$ cat src/hw/rtl/piecewise_linear_interpolator_top_defines.svh
// assertion macros used by the interpolator controller (pli_ctrl)
`ifndef PIECEWISE_LINEAR_INTERPOLATOR_TOP_DEFINES_SVH
`define PIECEWISE_LINEAR_INTERPOLATOR_TOP_DEFINES_SVH

// same-cycle implication, disabled while reset is low
`define PLI_ASSERT_NOW(lbl, clk, rst_n, ante, cons, msg) \
    lbl: assert property (@(posedge clk) disable iff (!rst_n) (ante) |-> (cons)) \
        else $error(msg);

// next-cycle implication, disabled while reset is low
`define PLI_ASSERT_NXT(lbl, clk, rst_n, ante, cons, msg) \
    lbl: assert property (@(posedge clk) disable iff (!rst_n) (ante) |=> (cons)) \
        else $error(msg);

`endif

$ cat src/hw/rtl/pli_pkg.sv
`timescale 1ns / 1ps

package pli_pkg;

    localparam int VW              = 32;
    localparam int IDXW            = 6;
    localparam int CNTW            = 7;
    localparam int DEF_MAX_POINTS  = 64;
    localparam logic [CNTW-1:0] COUNT_RESET = 7'd2;

    // multiplier operand is consumed in chunks of this many bits
    localparam int MULW = 16;
    localparam int PW   = ((VW + MULW - 1) / MULW) * MULW;
    localparam int NCH  = PW / MULW;

    typedef enum logic {
        OP_LOAD  = 1'b0,
        OP_QUERY = 1'b1
    } t_op;

    typedef struct packed {
        t_op                   opcode;
        logic [IDXW-1:0]       point_index;
        logic signed [VW-1:0]  point_x;
        logic signed [VW-1:0]  point_y;
        logic signed [VW-1:0]  query_x;
    } t_in;

    typedef struct packed {
        logic signed [VW-1:0]  result_y;
        logic                  in_range_flag;
    } t_out;

    typedef enum logic [1:0] {
        RD_ZERO,
        RD_J,
        RD_DOWN,
        RD_UP
    } t_rd_sel;

    typedef enum logic [2:0] {
        RES_HOLD,
        RES_LOW,
        RES_TOP,
        RES_YJ,
        RES_INTERP
    } t_res_sel;

    typedef struct packed {
        logic      load;
        logic      query_start;
        t_rd_sel   rd_sel;
        logic      j_dec;
        logic      save_j;
        logic      setup;
        logic      mul_step;
        logic      div_init;
        logic      div_step;
        t_res_sel  res_sel;
        logic      out_load;
    } t_cmd;

    typedef struct packed {
        logic below_first;
        logic hit;
        logic at_last;
        logic ascending;
    } t_status;

endpackage

$ cat src/hw/rtl/pli_ctrl.sv
`timescale 1ns / 1ps
`include "piecewise_linear_interpolator_top_defines.svh"

module pli_ctrl (
    input  logic             i_clk,
    input  logic             i_rst_n,
    input  logic             i_in_valid,
    output logic             o_in_ready,
    input  pli_pkg::t_op     i_opcode,
    output logic             o_out_valid,
    input  logic             i_out_ready,
    input  pli_pkg::t_status i_status,
    output pli_pkg::t_cmd    o_cmd
);
    import pli_pkg::*;

    localparam int CTW = $clog2(VW);

    typedef enum logic [3:0] {
        S_IDLE,
        S_CMP0,
        S_SCAN,
        S_NEXT,
        S_MUL,
        S_DINIT,
        S_DIV,
        S_RES,
        S_FIN
    } t_state;

    t_state          r_state, n_state;
    logic [CTW-1:0]  r_cnt, n_cnt;
    logic            r_out_valid, n_out_valid;
    logic            in_acc;

    assign o_in_ready  = (r_state == S_IDLE);
    assign in_acc      = i_in_valid && o_in_ready;
    assign o_out_valid = r_out_valid;

    always_comb begin
        o_cmd   = '0;
        n_state = r_state;
        n_cnt   = r_cnt;
        unique case (r_state)
            S_IDLE: begin
                if (in_acc) begin
                    if (i_opcode == OP_QUERY) begin
                        o_cmd.query_start = 1'b1;
                        n_state           = S_CMP0;
                    end else begin
                        o_cmd.load = 1'b1;
                    end
                end
            end
            S_CMP0: begin
                // entry 0 is on the read port, fetch the top entry next
                o_cmd.rd_sel = RD_J;
                if (i_status.below_first) begin
                    o_cmd.res_sel = RES_LOW;
                    n_state       = S_FIN;
                end else begin
                    n_state = S_SCAN;
                end
            end
            S_SCAN: begin
                if (i_status.hit) begin
                    if (i_status.at_last) begin
                        o_cmd.rd_sel  = RD_DOWN;
                        o_cmd.res_sel = RES_TOP;
                        n_state       = S_FIN;
                    end else begin
                        o_cmd.rd_sel = RD_UP;
                        o_cmd.save_j = 1'b1;
                        n_state      = S_NEXT;
                    end
                end else begin
                    o_cmd.rd_sel = RD_DOWN;
                    o_cmd.j_dec  = 1'b1;
                end
            end
            S_NEXT: begin
                if (!i_status.ascending) begin
                    o_cmd.res_sel = RES_YJ;
                    n_state       = S_FIN;
                end else begin
                    o_cmd.setup = 1'b1;
                    n_cnt       = '0;
                    n_state     = S_MUL;
                end
            end
            S_MUL: begin
                o_cmd.mul_step = 1'b1;
                if (r_cnt == CTW'(NCH - 1)) begin
                    n_cnt   = '0;
                    n_state = S_DINIT;
                end else begin
                    n_cnt = r_cnt + 1'b1;
                end
            end
            S_DINIT: begin
                o_cmd.div_init = 1'b1;
                n_state        = S_DIV;
            end
            S_DIV: begin
                o_cmd.div_step = 1'b1;
                if (r_cnt == CTW'(VW - 1)) begin
                    n_state = S_RES;
                end else begin
                    n_cnt = r_cnt + 1'b1;
                end
            end
            S_RES: begin
                o_cmd.res_sel = RES_INTERP;
                n_state       = S_FIN;
            end
            S_FIN: begin
                if (!r_out_valid || i_out_ready) begin
                    o_cmd.out_load = 1'b1;
                    n_state        = S_IDLE;
                end
            end
            default: begin
                n_state = S_IDLE;
            end
        endcase
    end

    always_comb begin
        n_out_valid = r_out_valid;
        if (o_cmd.out_load) begin
            n_out_valid = 1'b1;
        end else if (r_out_valid && i_out_ready) begin
            n_out_valid = 1'b0;
        end
    end

    always_ff @(posedge i_clk) begin
        if (!i_rst_n) begin
            r_state     <= S_IDLE;
            r_cnt       <= '0;
            r_out_valid <= 1'b0;
        end else begin
            r_state     <= n_state;
            r_cnt       <= n_cnt;
            r_out_valid <= n_out_valid;
        end
    end

    `PLI_ASSERT_NXT(a_query_busy, i_clk, i_rst_n, in_acc && (i_opcode == OP_QUERY), !o_in_ready, "query accepted but input still ready")
    `PLI_ASSERT_NXT(a_load_stays_idle, i_clk, i_rst_n, in_acc && (i_opcode == OP_LOAD), o_in_ready, "load transaction left the idle state")
    `PLI_ASSERT_NOW(a_out_slot_free, i_clk, i_rst_n, o_cmd.out_load, !r_out_valid || i_out_ready, "result overwrites a pending transaction")
    `PLI_ASSERT_NXT(a_out_shown, i_clk, i_rst_n, o_cmd.out_load, o_out_valid, "loaded result not presented")

endmodule

$ cat config.mk
export PLATFORM = sky130hd
export DESIGN_NAME = pli_ctrl
export DESIGN_NICKNAME = d
export VERILOG_FILES = /design/src/hw/rtl/pli_pkg.sv /design/src/hw/rtl/pli_ctrl.sv
export VERILOG_INCLUDE_DIRS = /design/src /design/src/hw/rtl
export SDC_FILE = /design/constraint.sdc
export NUM_CORES = 1
export LEC_CHECK = 0
export BUFFER_PORTS_ARGS = -buffer_cell sky130_fd_sc_hd__buf_2
export CAP_MARGIN = 20
export CORE_MARGIN = 5
export CORE_UTILIZATION = 40
export DETAILED_ROUTE_END_ITERATION = 6
export PLACE_DENSITY = 0.73
export SLEW_MARGIN = 25
export SYNTH_ARGS = -nofsm -noshare
export SYNTH_HDL_FRONTEND = slang
export SYNTH_SLANG_ARGS = --single-unit
$ cat constraint.sdc
create_clock -name i_clk -period 2 [get_ports i_clk]
set_clock_uncertainty 0.15 [all_clocks]
set_input_delay 0.4 -clock i_clk [delete_from_list [all_inputs] [get_ports i_clk]]
set_output_delay 0.4 -clock i_clk [all_outputs]
set_load 0.05 [all_outputs]
======== Word-level counts from Yosys, hierarchy flattened ========
Cells that the tools add are included.
storage, ports and cells
  flip-flop bits (word level) ............. 10
  bits of input ports ..................... 9
operators by class
  $add $sub $neg .......................... 1
  equal/unequal tests ..................... 18
  mux-type cells .......................... 39
  reductions and logical operators ........ 9
operators with widths
  operator               count
  $mux W4                9
  $pmux W4 S9            1
  $mux W1                17
  $eq A4 B3 Y1 const B   4
  $mux W5                3
  $pmux W5 S3            1
  $mux W2                6
  $ne A2 B2 Y1 const B   6
  $pmux W3 S4            1
  $eq A4 B2 Y1 const B   2
  $reduce_and A6 Y1      1
  $add A5 B1 Y5 const B  1
  $eq A5 B1 Y1 const B   1
  $eq A5 B5 Y1 const B   1
  $eq A4 B1 Y1 const B   1
  $eq A4 B4 Y1 const B   1
  $logic_not A4 Y1       1
  $ne A2 B1 Y1 const B   2
  $pmux W2 S2            1
  $reduce_and A3 Y1      1
  $reduce_bool A3 Y1     1
  $logic_and A1 B1 Y1    2
  $reduce_bool A2 Y1     1
  $logic_not A1 Y1       1
  $logic_or A1 B1 Y1     1

======== Logic depth before layout (Yosys ltp) ========
Gate-level depths: netlist (run 1).
  depth in word-level cells ............... 5
  mapped depth ............................ 7

======== Worst setup path before layout (run 1) ========
No wires, ideal clock.
  path type ............................... register to output
  start ................................... register r_state[1]
  end ..................................... output o_cmd[13] in the netlist's numbering
  arrival time ............................ 2.877 ns
  slack ................................... -1.427 ns
  stages on the path, launching flop included .. 4
  buffers on the path ..................... 0
  path through ............................ dfxtp_1 -> nor4_1 -> nand2_1 -> nor2_1
RTL lines
  item                      line             source
  start: declaration        pli_ctrl.sv:31   t_state r_state, n_state;
  start signal: assignment  pli_ctrl.sv:143  r_state <= n_state;
  end: declaration          pli_ctrl.sv:13   output pli_pkg::t_cmd o_cmd

==> results of run 1 <==
-- worst paths after layout --
| path | endpoint | cells past startpoint |
|---|---|---|
| worst min-delay path | r_state[1]$_SDFFE_PN0P_ | 3 |
| worst max register to register | r_cnt[3]$_SDFFE_PN0P_ | 7 |
| worst max-delay path | o_cmd[6] | 4 |
| worst min register to register | o_out_valid$_SDFFE_PN0P_ | 2 |
-- sequential cells by signal, summed over array words and instances, names as in the netlist --
| register | count |
|---|---|
| r_cnt | 5 |
| r_state | 4 |
| o_out_valid | 1 |
-- power by group through the flow --
| stage | logic [uW] | registers (uW) | clock network (uW) |
|---|---|---|---|
| finish | 289 | 212 | 196 |
| CTS | 271 | 212 | 195 |
| detailed placement | 227 | 215 | 0 |
| floorplan | 163 | 220 | 0 |
| global placement | 224 | 214 | 0 |
| global route | 307 | 213 | 205 |
-- cell usage in the layout, fill, tap and decap left out, types with 2 or more instances in the layout --
| master | Yosys | layout |
|---|---|---|
| buf_4 | 3 | 23 |
| buf_6 | 0 | 15 |
| buf_2 | 1 | 10 |
| nand2_1 | 7 | 7 |
| nand2b_1 | 9 | 6 |
| dfxtp_2 | 0 | 6 |
| nor2_1 | 8 | 5 |
| a21oi_1 | 7 | 5 |
| dfxtp_1 | 10 | 4 |
| nand2b_4 | 0 | 3 |
| nor2_2 | 0 | 3 |
| inv_1 | 5 | 3 |
| nor4_4 | 0 | 3 |
| o21ai_0 | 4 | 3 |
| clkbuf_4 | 0 | 3 |
| buf_8 | 0 | 3 |
| or4b_4 | 0 | 2 |
| and3_4 | 0 | 2 |
| mux2i_1 | 2 | 2 |
| nor3_2 | 0 | 2 |
| nor3_1 | 5 | 2 |
| a2111oi_4 | 1 | 2 |
| nor2b_1 | 3 | 2 |
| a21oi_2 | 0 | 2 |
| ha_2 | 0 | 2 |
-- timing repair --
action / CTS / global route
pin swaps: 5 / 9
endpoints found under the setup margin: 17 / 22
setup buffers: 9 / 2
resized for setup: 41 / 24
-- cells in the mapped netlist --
cell and number:
dfxtp_1 10, nand2b_1 9, nor2_1 8, a21oi_1 7, nand2_1 7, inv_1 5, nor3_1 5, nor4_1 4
o21ai_0 4, buf_4 3, ha_1 3, nor2b_1 3, clkbuf_1 2, mux2i_1 2, a2111oi_1 1, a2111oi_4 1
a211o_2 1, a211oi_1 1, a21boi_0 1, a31oi_1 1, and2_1 1, and3_1 1, and3_2 1, buf_2 1
nand3_1 1, nand4b_1 1, nor3b_1 1, nor4b_4 1, o21a_1 1, o21ai_1 1, o21bai_1 1, o31ai_1 1
o32ai_2 1, or3_2 1, or3b_2 1, or4_1 1, or4_4 1, or4b_1 1, or4b_2 1
-- per-stage QoR --
step	std cells	instance area [um^2]	utilization (%)	hold slack [ns]
after floorplan	97	883	-	0.296
after CTS	171	1350	70.8	0.251
after global placement	158	1110	58.6	0.350
after detailed placement	158	1110	58.6	0.357
after global routing	173	1460	76.5	0.276
final	173	1460	76.5	0.261
-- logic make-up (layout without fill, tap and decap cells) --
| logic type | Yosys count | after routing | share of synthesized area (%) |
|---|---|---|---|
| buf+inv | 11 | 60 | 6.89 |
| mux | 2 | 2 | 2.56 |
| flops | 10 | 10 | 25.6 |
| compound gates | 22 | 22 | 21.5 |
| simple gates | 49 | 49 | 38.6 |
| fa+ha+maj | 3 | 3 | 4.81 |
-- layout make-up --
| cell class | instances | area [um^2] |
|---|---|---|
| inverters | 5 | 25.0 |
| fillers | 131 | 447 |
| flip-flops and latches | 10 | 208 |
| clock buffers | 4 | 36.3 |
| multi-input cells | 76 | 716 |
| repair buffers | 51 | 437 |
| well taps | 27 | 33.8 |
-- layer usage --
metal / global-route usage [%] / part of all wire (%) / vias to the layer above / wire length, um
li1: - / - / 452 / -
met3: 4.16 / 3.9 / 7 / 106
met2: 31.5 / 56 / 19 / 1520
met4: 8.30 / 1.5 / 0 / 40
met5: 0 / 0 / - / 0
met1: 21.6 / 39 / 453 / 1050
-- worst min-delay path, cell delays in order --
cell and delay, ns:
buf_2 0.13, nand2_1 0.06, mux2i_1 0.06
==> results.sh, run 1 <==
export IMPL_cts_root_buf="clkbuf_4"
export IMPL_synth_cell_types=39
export IMPL_clk_pin_slew_ns=0.07
export IMPL_fin_ws_ns=-0.0659
export IMPL_setup_violations=10
export IMPL_io_pins=25
export IMPL_grt_overflow_total=0
export IMPL_grt_use_total_pct=18.4
export IMPL_path_delay_family="simple AND/OR/NAND/NOR gates"
export IMPL_wire_per_inst_um=15.7
export IMPL_clock_sinks=10
export IMPL_leakage_uw=0.000579
export IMPL_die_y_um=54.2
export IMPL_synth_area_top_cells="dfxtp_1, nand2b_1, ha_1"
export IMPL_power_switching_uw=257
export IMPL_fin_crit_sh_pct=103
export IMPL_htree_levels=1
export IMPL_pre_cts_ws_ns=-0.0632
export IMPL_cts_tree="done"
export IMPL_worstPathMaxFanout=3
export IMPL_drt_vias_per_instance=5.38
export IMPL_hpwlAfterDp_mm=1.77
export IMPL_grt_max_degree=11
export IMPL_cts_path_max_buffers=2
export IMPL_rr_startpoint="r_cnt[0]$_SDFFE_PN0P_"
export IMPL_cp_required_ns=1.45
export IMPL_fp_coreArea_um2=1900
export IMPL_initial_core_util_pct=41.1
export IMPL_worst_path_largest_cell_delay_ns=0.56
export IMPL_r2r_slack_ns=0
export IMPL_violations="negative setup slack"
export IMPL_syn_to_final_growth_pct=86.4
export IMPL_ant_nets=0
export IMPL_path_cells="buf_6, or4b_4, inv_4, buf_8"
export IMPL_avgSynthCellArea_um2=8.05
export IMPL_worstSetupStartpointType="register"
export IMPL_drtIter0Drc=14
export IMPL_post_route_drc_count=0
export IMPL_pwr_share_clk_pct=28.1
export IMPL_ys_ff_latch=10
export IMPL_antenna_found_initial=0
export IMPL_combPwrFrac_pct=41.4
export IMPL_diodes=0
export IMPL_synthCells=97
export IMPL_powerDensity_nw_per_um2=479
export IMPL_power_total_uw=697
export IMPL_hold_class="primary input to register"
export IMPL_clock_latency_ns=0.28
export IMPL_fp_dieW_um=54.2
export IMPL_p_seq_share_pct=30.5
export IMPL_period_minus_slack_ns=2.07
export IMPL_end_kind="primary output"
export IMPL_crit_start="r_state[0]$_SDFFE_PN0P_"
export IMPL_max_slew_worst_pin_slew_ns=0.311
export IMPL_peakVddDrop_uv=354
export IMPL_drive_gt1_share_pct=65.8
export IMPL_internal_power_uw=440
export IMPL_drt_total_wl_mm=2.72
export IMPL_synth_warnings=0
export IMPL_grt_pass1_vias=918
export IMPL_cp_arrival_ns=1.52
export IMPL_firstDrtPassIters=4
export IMPL_synthesis_area_um2=781
export IMPL_ys_seq_area_share_pct=25.6
export IMPL_numCtsBuffers=3
export IMPL_fmax_ghz=0.484
export IMPL_sw_frac_of_total_pct=36.9
export IMPL_outcome="finished, violations left"
export IMPL_cp_slowest_cell="or4b_4"
export IMPL_finalSetupTns_ns=-0.286
export IMPL_portBuffers=24
export IMPL_slew_headroom_pct=79.3
export IMPL_cp_num_buf_inv=3
export IMPL_grt_setup_unrepaired="true"
export IMPL_finalHoldViolations=0
export IMPL_syn_nets=109
export IMPL_num_vias=931
export IMPL_path_class="register to primary output"
export IMPL_synth_top_area_cell="dfxtp_1"
export IMPL_finalNetCount=159
export IMPL_die_area_um2=2940
export IMPL_holdCritStartpoint="i_rst_n"
export IMPL_finalMaxSlewViolations=0
export IMPL_cts_hold_buf=0
export IMPL_gp_congestion=0.799
export IMPL_rows=16
export IMPL_synthDominantCellAreaShare_pct=25.6
export IMPL_grt_pass1_wl_mm=3.98
export IMPL_maxCapViolCount=0
No activity file was read; power rests on OpenSTA's default activity.
==> run 2: changes to the inputs <==
--- a/config.mk
+++ b/config.mk
@@ -16,3 +16,4 @@
 export SYNTH_ARGS = -nofsm -noshare
 export SYNTH_HDL_FRONTEND = slang
 export SYNTH_SLANG_ARGS = --single-unit
+export TNS_END_PERCENT = 1
==> run 2 against run 1 <==
Compared with the run above:
- the run still ends with negative setup slack left
- die area stayed put
- maximum frequency grew 0.84%
- first-iteration DRC count rose by 14%
- largest power group unchanged
- final area is 5.5% lower
- total power decreased by 5.7%
- clock-buffer cell count stayed put
- sequential share of layout area rose by 0.83 points
- flip-flop and latch count unchanged
- critical path depth unchanged
- global-route usage is 0.56 points lower
- clock power is 7% lower
- core utilization fell by 4.2 points
==> results.sh, run 2 (synthesis gave the netlist of run 1 again) <==
export IMPL_drt_vias_per_instance=5.23
export IMPL_layout_commonest_cell="buf_4"
export IMPL_worstSetupStartpointType="register"
export IMPL_die_y_um=54.2
export IMPL_grt_setup_unrepaired="true"
export IMPL_clk_pin_slew_ns=0.07
export IMPL_cp_arrival_ns=1.50
export IMPL_clock_sinks=10
export IMPL_worstPathMaxFanout=7
export IMPL_regMostFlops="r_cnt"
export IMPL_antenna_found_initial=0
export IMPL_fin_crit_sh_pct=102
export IMPL_cts_root_buf="clkbuf_4"
export IMPL_fmax_ghz=0.488
export IMPL_outcome="finished, violations left"
export IMPL_fp_dieW_um=54.2
export IMPL_end_kind="primary output"
export IMPL_num_vias=895
export IMPL_r2r_slack_ns=-0.03
export IMPL_io_pins=25
export IMPL_hpwlAfterDp_mm=1.84
export IMPL_numCtsBuffers=3
export IMPL_portBuffers=24
export IMPL_rows=16
export IMPL_grt_use_total_pct=17.9
export IMPL_drt_total_wl_mm=2.32
export IMPL_mostFrequentLayoutCells="buf_4, buf_2, buf_6, nand2b_1, nand2_1"
export IMPL_slew_headroom_pct=79.1
export IMPL_ant_nets=0
export IMPL_die_area_um2=2940
export IMPL_setup_violations=7
export IMPL_diodes=0
export IMPL_peakVddDrop_uv=417
export IMPL_leakage_uw=0.000560
export IMPL_grt_pass1_vias=864
export IMPL_fp_coreArea_um2=1900
export IMPL_firstDrtPassIters=4
export IMPL_clock_latency_ns=0.27
export IMPL_period_minus_slack_ns=2.05
export IMPL_finalMaxSlewViolations=0
export IMPL_maxCapViolCount=0
export IMPL_htree_levels=1
export IMPL_max_slew_worst_pin_slew_ns=0.313
export IMPL_cp_required_ns=1.45
export IMPL_cts_tree="done"
export IMPL_initial_core_util_pct=41.1
export IMPL_grt_pass1_wl_mm=3.74
export IMPL_gp_congestion=0.767
export IMPL_powerDensity_nw_per_um2=478
export IMPL_grt_overflow_total=0
export IMPL_grt_max_degree=10
export IMPL_drive_gt1_share_pct=61.8
export IMPL_largest_register_ffs=5
export IMPL_finalNetCount=157
export IMPL_final_util_pct=72.3
export IMPL_fin_ws_ns=-0.0486
export IMPL_finalSetupTns_ns=-0.161
export IMPL_drtIter0Drc=16
export IMPL_finalHoldViolations=0
export IMPL_path_class="register to primary output"
export IMPL_cts_hold_buf=0
export IMPL_syn_to_final_growth_pct=76.1
export IMPL_wire_per_inst_um=13.6
export IMPL_hold_class="primary input to register"
export IMPL_violations="negative setup slack"
export IMPL_post_route_drc_count=0
export IMPL_cts_path_max_buffers=2
## run 2: timing repair
item | 4_1_cts | 5_1_grt
cloned | 0 | 0
pin swaps | 7 | 4
endpoints found under the setup margin | 13 | 21
resized for setup | 37 | 17
setup buffers | 2 | 1
endpoints found under the hold margin | 0 | 0
## run 2: final timing paths
kind | from | endpoint | cells after the start
worst max register to register | r_cnt[0]$_SDFFE_PN0P_ | r_cnt[3]$_SDFFE_PN0P_ | 7
worst max-delay path | r_state[1]$_SDFFE_PN0P_ | o_cmd[6] | 4
worst min register to register | o_out_valid$_SDFFE_PN0P_ | o_out_valid$_SDFFE_PN0P_ | 2
worst min-delay path | i_rst_n | r_state[3]$_SDFFE_PN0P_ | 3
## run 2: per-layer routing
layer  vias to the layer above  GRT usage (%)  routed length, um
li1                        447              -                  -
met1                       419           20.6                963
met2                        24           31.5               1190
met3                         5           1.94                116
met4                         0           9.96                 48
met5                         -              0                  0
## run 2: power by group
part / internal, uW / switching (uW) / total [uW] / leakage, uW
Clock: 111 / 72.4 / 183 / 0.0000210
Sequential: 206 / 7.84 / 214 / 0.0000830
Combinational: 106 / 154 / 261 / 0.000456
## run 2: metrics by stage
step	power (uW)	hold slack [ns]	setup WS (ns)	std cells	instance area, um^2
after floorplan	377	0.334	-0.336	97	858
after global placement	436	0.351	-0.0234	164	1140
after detailed placement	440	0.358	-0.137	164	1140
after CTS	644	0.242	-0.0455	170	1310
after global routing	692	0.284	-0.0928	171	1380
final	657	0.256	-0.0486	171	1380
## run 2: layout make-up
type                            count  area [um^2]
Fill cell                         128          527
Sequential cell                    10          208
Tap cell                           27         33.8
Multi-Input combinational cell     76          684
Inverter                            5         25.0
Clock buffer                        4         36.3
Timing Repair Buffer               49          388
## run 2: worst max-delay path, stage by stage, from the launching register on
cell     delay [ns]
dfxtp_2        0.33
buf_6          0.13
or4b_4         0.54
inv_4          0.08
buf_8          0.14
